==> config.mk <==
export PLATFORM = sky130hd
export DESIGN_NAME = tae_ctrl
export DESIGN_NICKNAME = d
export VERILOG_FILES = /design/src/rtl/tae_pkg.sv /design/src/rtl/tae_ctrl.sv
export SDC_FILE = /design/constraint.sdc
export NUM_CORES = 1
export LEC_CHECK = 0
export ABC_AREA = 1
export BUFFER_PORTS_ARGS = -buffer_cell sky130_fd_sc_hd__buf_4
export CORE_MARGIN = 2
export CORE_UTILIZATION = 25
export DETAILED_ROUTE_END_ITERATION = 7
export PLACE_DENSITY = 0.5
export SLEW_MARGIN = 20
export SYNTH_ARGS = -nofsm -noshare
export SYNTH_HDL_FRONTEND = slang
export SYNTH_SLANG_ARGS = --single-unit
==> constraint.sdc <==
create_clock -name clk -period 1.75 [get_ports clk]
set_input_delay 0.0875 -clock clk [delete_from_list [all_inputs] [get_ports clk]]
set_output_delay 0.0875 -clock clk [all_outputs]
set_load 0.01 [all_outputs]
==> src/rtl/tae_pkg.sv <==
`default_nettype none
package tae_pkg;

  localparam int LAG_W = 11;
  localparam int OUT_W = 40;
  localparam int SUM_W = 64;
  localparam int FRAC_BITS = 16;

  typedef struct packed {
    logic accept;
    logic rd_n;
    logic rd_2n;
    logic diff;
    logic sq;
    logic acc;
    logic den1;
    logic den2;
    logic unit_start;
    logic unit_sel;
    logic take_t;
    logic take_a;
    logic load_out;
  } cmd_t;

  typedef struct packed {
    logic last;
    logic unit_done;
    logic out_free;
  } sts_t;

endpackage
`default_nettype wire

==> src/rtl/tae_ctrl.sv <==
`default_nettype none
module tae_ctrl (
  input  wire logic          clk,
  input  wire logic          rst,
  input  wire logic          in_valid,
  output logic               in_ready,
  input  wire tae_pkg::sts_t sts,
  output tae_pkg::cmd_t      cmd
);

  localparam logic [3:0] ST_IDLE  = 4'd0;
  localparam logic [3:0] ST_RDN   = 4'd1;
  localparam logic [3:0] ST_RD2N  = 4'd2;
  localparam logic [3:0] ST_DIFF  = 4'd3;
  localparam logic [3:0] ST_SQ    = 4'd4;
  localparam logic [3:0] ST_ACC   = 4'd5;
  localparam logic [3:0] ST_DEN1  = 4'd6;
  localparam logic [3:0] ST_DEN2  = 4'd7;
  localparam logic [3:0] ST_TST   = 4'd8;
  localparam logic [3:0] ST_TWAIT = 4'd9;
  localparam logic [3:0] ST_AST   = 4'd10;
  localparam logic [3:0] ST_AWAIT = 4'd11;
  localparam logic [3:0] ST_LOAD  = 4'd12;

  logic [3:0] state;
  logic [3:0] state_next;

  assign in_ready = (state == ST_IDLE);

  always_comb begin
    cmd = '0;
    state_next = state;
    unique case (state)
      ST_IDLE: begin
        if (in_valid) begin
          cmd.accept = 1'b1;
          state_next = ST_RDN;
        end
      end
      ST_RDN: begin
        cmd.rd_n = 1'b1;
        state_next = ST_RD2N;
      end
      ST_RD2N: begin
        cmd.rd_2n = 1'b1;
        state_next = ST_DIFF;
      end
      ST_DIFF: begin
        cmd.diff = 1'b1;
        state_next = ST_SQ;
      end
      ST_SQ: begin
        cmd.sq = 1'b1;
        state_next = ST_ACC;
      end
      ST_ACC: begin
        cmd.acc = 1'b1;
        state_next = sts.last ? ST_DEN1 : ST_IDLE;
      end
      ST_DEN1: begin
        cmd.den1 = 1'b1;
        state_next = ST_DEN2;
      end
      ST_DEN2: begin
        cmd.den2 = 1'b1;
        state_next = ST_TST;
      end
      ST_TST: begin
        cmd.unit_start = 1'b1;
        state_next = ST_TWAIT;
      end
      ST_TWAIT: begin
        cmd.take_t = 1'b1;
        if (sts.unit_done) state_next = ST_AST;
      end
      ST_AST: begin
        cmd.unit_start = 1'b1;
        cmd.unit_sel = 1'b1;
        state_next = ST_AWAIT;
      end
      ST_AWAIT: begin
        cmd.take_a = 1'b1;
        if (sts.unit_done) state_next = ST_LOAD;
      end
      ST_LOAD: begin
        if (sts.out_free) begin
          cmd.load_out = 1'b1;
          state_next = ST_IDLE;
        end
      end
      default: state_next = ST_IDLE;
    endcase
  end

  always_ff @(posedge clk) begin
    if (rst) begin
      state <= ST_IDLE;
    end else begin
      state <= state_next;
    end
  end

endmodule
`default_nettype wire

# After elaboration in Yosys (flattened, before gate mapping)
# Cells that the tools add are included.
# Widths: inputs -> output; s select.
[op_classes] n_reduce_logical=3 mux=21 n_eq_ne=16
[op_table] operator="$pmux 4 s13" n=1
[op_table] operator="$eq 4x4->1 const B" n=5
[op_table] operator="$eq 4x3->1 const B" n=4
[op_table] operator="$mux 4" n=4
[op_table] operator="$mux 1" n=15
[op_table] operator="$eq 4x2->1 const B" n=2
[op_table] operator="$ne 2x2->1 const B" n=4
[op_table] operator="$eq 4x1->1 const B" n=1
[op_table] operator="$logic_not 4->1" n=1
[op_table] operator="$reduce_and 4->1" n=1
[op_table] operator="$mux 3" n=1
[op_table] operator="$reduce_or 2->1" n=1
[word_totals] out_inout_bits=14 wordCells=41 regBits=4

# Longest topological paths before layout
# Gate-level depths: netlist of the first run.
[logic_depth] depth_word=3 ltp_mapped=8

# Worst setup path before layout of the first run
# No wires, ideal clock.
[synth_path] path_type="reg2reg" startpoint="reg state[3]" endpoint="reg state[1]" required_ps=1684 stages_incl_launch_ff=5 setup_slack_ps=729 setup_ps=66 arrival_ps=955 path_buffers=0 path_cell_list="dfxtp_1 -> nand2_1 -> nor2_1 -> nand2_1 -> a21oi_2"
[synth_via] elab_chain_cells=3 word_cells_on_any_way=19 classes_between="eq/ne: 16; mux: 1; reduce/logical: 2"
[synth_rtl] item="from (decl)" line_no="tae_ctrl.sv:25" text="logic [3:0] state;"
[synth_rtl] item="from (signal assigned)" line_no="tae_ctrl.sv:99" text="state <= state_next;"
[synth_rtl] item="$eq 4x4->1 / $logic_not 4->1 (equally long branches)" line_no="tae_ctrl.sv:33" text="unique case (state)"
[synth_rtl] item="$ne 2x2->1 (no line)"
[synth_rtl] item="$reduce_and 4->1 (no line)"
# Parallel ways exist; a longest one is shown, timed or not.
# A chain may end at the register's enable or synchronous reset.

==> flow_summary.toml, run 1 <==
[timing]
min_period_over_period = 0.740
tightest_slew_ns = 0.219
rsz0062_at_grt = "no"
maxSlewViolCount = 0
slew_headroom = 0.854
fmax_mhz = 773
min_period_ns = 1.29
hold_viol = 0
setup_tns_ns = 0
setup_violations = 0
fin_skew_ns = 0.00505

[logic_synthesis]
seq_area_frac_synth = 0.222
ys_seq_elements = 4
synth_edf_count = 0
synth_cells = 64
async_reset_ff_frac = 0
synthFlopType = "dfxtp_1"
syn-cell-area_um2 = 360
synth_top_area_cell = "dfxtp_1"
yosysUniqueCellTypes = 17
synth_commonest_cells = "14 x nor2_1, 13 x nand2_1, 12 x inv_1"
synth_most_common_cell = "nor2_1"
syn_area_per_cell_um2 = 5.63
syn-num-nets = 70
synth.area.top_cells = "dfxtp_1 22%, nor2_1 15%, nand2_1 14%"
yosysTopAreaCellShare = 0.222
synthesis.yosys.warnings = 0

[setup_path]
critPathKind = "reg -> out"
crit_family = "simple AND/OR/NAND/NOR gates"
critPathLaunch = "state[0]"
regToRegStartpoint = "state[0]"
slowest_stage = "dfxtp_1"
max_stage_delay_ns = 0.35
endpoint_kind = "output pin"
start_kind = "register"
worstPathCellList = "nor2_2, inv_1, nor3_1, buf_4"
critPathBufInv = 2
cp.arrival_ns = 1.21
cp.required_ns = 1.66
crit_fanout = 5

[outcome]
outcome = "complete, no violations"

[detailed_routing]
wl_met2_um = 413
firstDrtPassIters = 4
wl_met3_um = 92
drt-met1-wl_um = 450
routed_wl_um = 956
vias_per_cell = 4.26
drc = 0
wl_per_cell_um = 9.47
ant_nets = 0
topRoutingLayerUsed = "met3"
vias = 430
drtIter0Drc = 8

[global_routing]
grt_pass1_vias = 409
grt_remaining_overflow = 0
grt_use_total = 0.121
grt_max_degree = 7
antenna_found_initial = 0
grt_pass1_wl_mm = 1.64

[clock_tree]
cts.sinks = 4
h-tree-depth = 1
post_cts_resized = 0
cts_tree = "done"
clkSlewWorstSetupHoldPaths_ns = 0.03
numCtsBuffers = 3
root_buffer = "clkbuf_4"
clk_latency_ns = 0.24
clock_path_buffers = 2
cts_setup_buffers = 0
hold_buffers = 0

[placed_design]
dp_hpwl_um = 818
place_congestion = 0.772
dp.cells = 98
io_buffers = 19
placed_cell_area_um2 = 522

[power]
sequentialPowerShare = 0.230
p_clk_frac = 0.169
power.density_nw_per_um2 = 1240
p_leak_nw = 0.313
switching_share = 0.459
peakVddDrop_mv = 0.605
total_power_uw = 674
p_switching_uw = 309
pwr-share-comb = 0.601
intPower_uw = 365

[layout]
design_area_um2 = 544
largest_registers = "state x4"
fin_nets = 94
syn_to_final_growth_pct = 51.0
drive_above_1_share = 0.384
largest_register_ff_count = 4
stdcell_count = 101
final_util = 0.413
diodes = 0
regMostFlops = "state"

[floorplanning]
pin_count = 20
rows = 13
core_area_um2 = 1320
start_util = 0.274
dieHeight_um = 42.0
die_area_um2 = 1760
die_w_um = 42.0

[hold_path]
hold_path_class = "in -> reg"
hold_path_startpoint = "rst"

[job]
maxCapViolations = 0
==> metrics by stage <==
stage | setup slack, ns | hold WS (ns)
6_report | 0.456 | 0.0273
5_1_grt | 0.308 | 0.0204
4_1_cts | 0.442 | 0.0199
3_5_place_dp | 0.630 | 0.267
3_3_place_gp | 0.630 | 0.264
2_1_floorplan | 0.729 | 0.150
==> cell type report <==
cell class / instances / area [µm²]
Clock buffer: 3 / 22.5
Timing Repair Buffer: 19 / 143
Inverter: 15 / 56.3
Fill cell: 164 / 773
Multi-Input combinational cell: 45 / 224
Tap cell: 15 / 18.8
Sequential cell: 4 / 80.1
==> metal layers <==
layer  up-vias  track usage
met5         -            0
met4         0       0.0387
met3         0       0.0522
met2        20        0.184
met1       170        0.153
li1        240            -
==> final timing paths <==
path	depth (start not counted)	slack, ns	endpoint
worst min register to register	2	0.61	state[3]
worst max register to register	6	0.64	state[0]
worst min-delay path	2	0.03	state[1]
worst max-delay path	4	0.46	cmd[0]
==> power by group through the flow <==
stage	Clock, mW	Combinational, mW	Sequential [mW]
finish	0.114	0.405	0.155
global route	0.127	0.451	0.163
floorplan	0	0.269	0.148
CTS	0.120	0.411	0.155
global placement	0	0.411	0.161
detailed placement	0	0.409	0.156
==> placed cells by master (no fill, tap or decap) <==
cell        n
buf_4      19
nor2_1     14
nand2_1    13
inv_1      12
dfxtp_1     4
inv_2       3
nor2_2      3
a21oi_1     3
clkbuf_4    3
nand3_1     2
nand3_2     2
nor3_1      1
o21ai_0     1
nor3_2      1
nand2_2     1
nand3b_1    1
a21oi_2     1
o2bb2ai_1   1
o21bai_1    1
==> cell families after synthesis <==
kind of cell	count (synthesis)	synth area share
flops	4	0.222
buf+inv	15	0.156
simple gates	38	0.497
compound gates	7	0.125
(Power assumes the default switching activity.)
==> inputs of run 2 (changes only) <==
--- a/config.mk
+++ b/config.mk
@@ -10,7 +10,7 @@
 export CORE_MARGIN = 2
 export CORE_UTILIZATION = 25
 export DETAILED_ROUTE_END_ITERATION = 7
-export PLACE_DENSITY = 0.5
+export PLACE_DENSITY = 0.52
 export SLEW_MARGIN = 20
 export SYNTH_ARGS = -nofsm -noshare
 export SYNTH_HDL_FRONTEND = slang
==> constraint.sdc (replaced) <==
create_clock -name clk -period 1.15 [get_ports clk]
set_input_delay 0.0575 -clock clk [delete_from_list [all_inputs] [get_ports clk]]
set_output_delay 0.0575 -clock clk [all_outputs]
set_load 0.01 [all_outputs]
==> run 2 against run 1 <==
Against the previous run:
- the flow now finishes with violations (setup timing)
- sequential share of layout area fell by 0.18 points
- sequential power increased by 82%
- wire length grew 14%
- combinational power increased by 98%
- setup slack worse by 0.47 ns
- critical endpoint is now cmd[4]
- largest cell class unchanged
- largest power group unchanged
==> flow_summary.toml, run 2 (synthesized netlist as in run 1, its figures left out) <==
[setup_path]
slowest_stage = "dfxtp_4"
max_stage_delay_ns = 0.35
endpoint_kind = "output pin"
crit_family = "buffers and inverters"
critPathKind = "reg -> out"
cpMostUsedCell = "buf_4"
crit_fanout = 6
critPathLaunch = "state[2]"
worstPathCellList = "inv_4, nand2_2, buf_4, nor2_1, buf_4"
start_kind = "register"
cp.arrival_ns = 1.11
critPathBufInv = 3
cp.required_ns = 1.09
regToRegStartpoint = "state[0]"

[clock_tree]
numCtsBuffers = 3
cts_tree = "done"
h-tree-depth = 1
clock_path_buffers = 2
cts.sinks = 4
clkSlewWorstSetupHoldPaths_ns = 0.04
clk_latency_ns = 0.24
root_buffer = "clkbuf_4"

[floorplanning]
start_util = 0.274
dieHeight_um = 42.0
core_area_um2 = 1320
die_area_um2 = 1760
pin_count = 20
die_w_um = 42.0
rows = 13

[layout]
syn_to_final_growth_pct = 81.6
regMostFlops = "state"
largest_register_ff_count = 4
design_area_um2 = 654
diodes = 0
final_common_cell = "buf_4"
multi_input_area_um2 = 274
largest_registers = "state x4"
fillerInstances = 150
ff_latch_area_um2 = 95.1
final_util = 0.497
final_cell_mix = "23 x buf_4, 10 x inv_1, 10 x nand2_1"
fin_nets = 99
drive_above_1_share = 0.615

[detailed_routing]
ant_nets = 0
drtIter0Drc = 2
vias = 488
firstDrtPassIters = 4
wl_per_cell_um = 10.3
vias_per_cell = 4.60
routed_wl_mm = 1.09
drc = 0

[power]
peakVddDrop_mv = 0.980
power.density_nw_per_um2 = 1920
p_leak_nw = 0.342

[job]
maxCapViolations = 0

[global_routing]
grt_max_degree = 7
grt_use_total = 0.132
antenna_found_initial = 0
grt_pass1_vias = 447
grt_pass1_wl_mm = 1.78
grt_remaining_overflow = 0

[timing]
whs_ns = 0.0999
rsz0062_at_grt = "yes"
maxSlewViolCount = 0
hold_viol = 0
setup_violations = 4
fin_skew_ns = 0.00388
tightest_slew_ns = 0.267
min_period_ns = 1.17
slew_headroom = 0.821
min_period_over_period = 1.02
fmax_mhz = 856
setup_tns_ns = -0.0288
fin_ws_ns = -0.0181

[hold_path]
hold_path_class = "in -> reg"
hold_path_startpoint = "sts[1]"

[placed_design]
place_congestion = 0.836
placed_cell_area_um2 = 537
dp_hpwl_um = 841
place_ws_ns = 0.0469
io_buffers = 19

[outcome]
violations = "setup timing"
outcome = "finished, violations left"
run 2: cell count changes in the layout (fill, tap and decap cells not counted), sizes merged:
| cell | delta |
|---|---|
| dlygate4sd3 | +1 |
| buf | +4 |
run 2: tightest hold or removal path, delay by kind of cell:
kind | cells | cell delay (ns)
buffers and inverters | 2 | 0.12
and+or+nand+nor | 1 | 0.07
AOI/OAI and AO/OA | 1 | 0.05
run 2: metal layers:
metal	wire [µm]	part of all wire	global-route usage	vias to the layer above
li1	-	-	-	249
met1	462	0.42	0.158	219
met2	560	0.51	0.206	18
met3	60	0.055	0.0304	2
met4	8	0.0073	0.0903	0
met5	0	0	0	-
run 2: through the flow:
| stage | power (mW) | instances |
|---|---|---|
| 6_report | 1.26 | 106 |
| 5_1_grt | 1.37 | 106 |
| 4_1_cts | 1.17 | 106 |
| 3_5_place_dp | 0.879 | 100 |
| 3_3_place_gp | 0.876 | 100 |
| 2_1_floorplan | 0.635 | 64 |
run 2: what timing repair did:
action / in CTS / in global routing
buffers inserted: 2 / 1
gates resized for setup: 14 / 14
pin swaps: 1 / 3
hold buffers: 1 / 0
setup endpoints to repair: 14 / 15
endpoints found under the hold margin: 2 / 0
run 2: layout make-up:
type,count,area share
flip-flops and latches,4,0.145
clock buffers,3,0.0344
inverters,15,0.0937
repair buffers,24,0.279
multi-input cells,45,0.419
well taps,15,0.0287
run 2: report_power, final:
part	leakage [nW]	switching [mW]	total [mW]	internal, mW
registers	0.0356	0.0817	0.282	0.200
clock network	0.0138	0.0563	0.173	0.117
logic	0.293	0.427	0.802	0.375
total	0.342	0.565	1.26	0.692
run 2: worst paths after layout:
check                                end  slack [ns]  cells after the start
worst min register to register  state[3]        0.61                      2
worst max register to register  state[1]           0                      6
worst min-delay path            state[1]         0.1                      4
worst max-delay path              cmd[4]       -0.02                      5
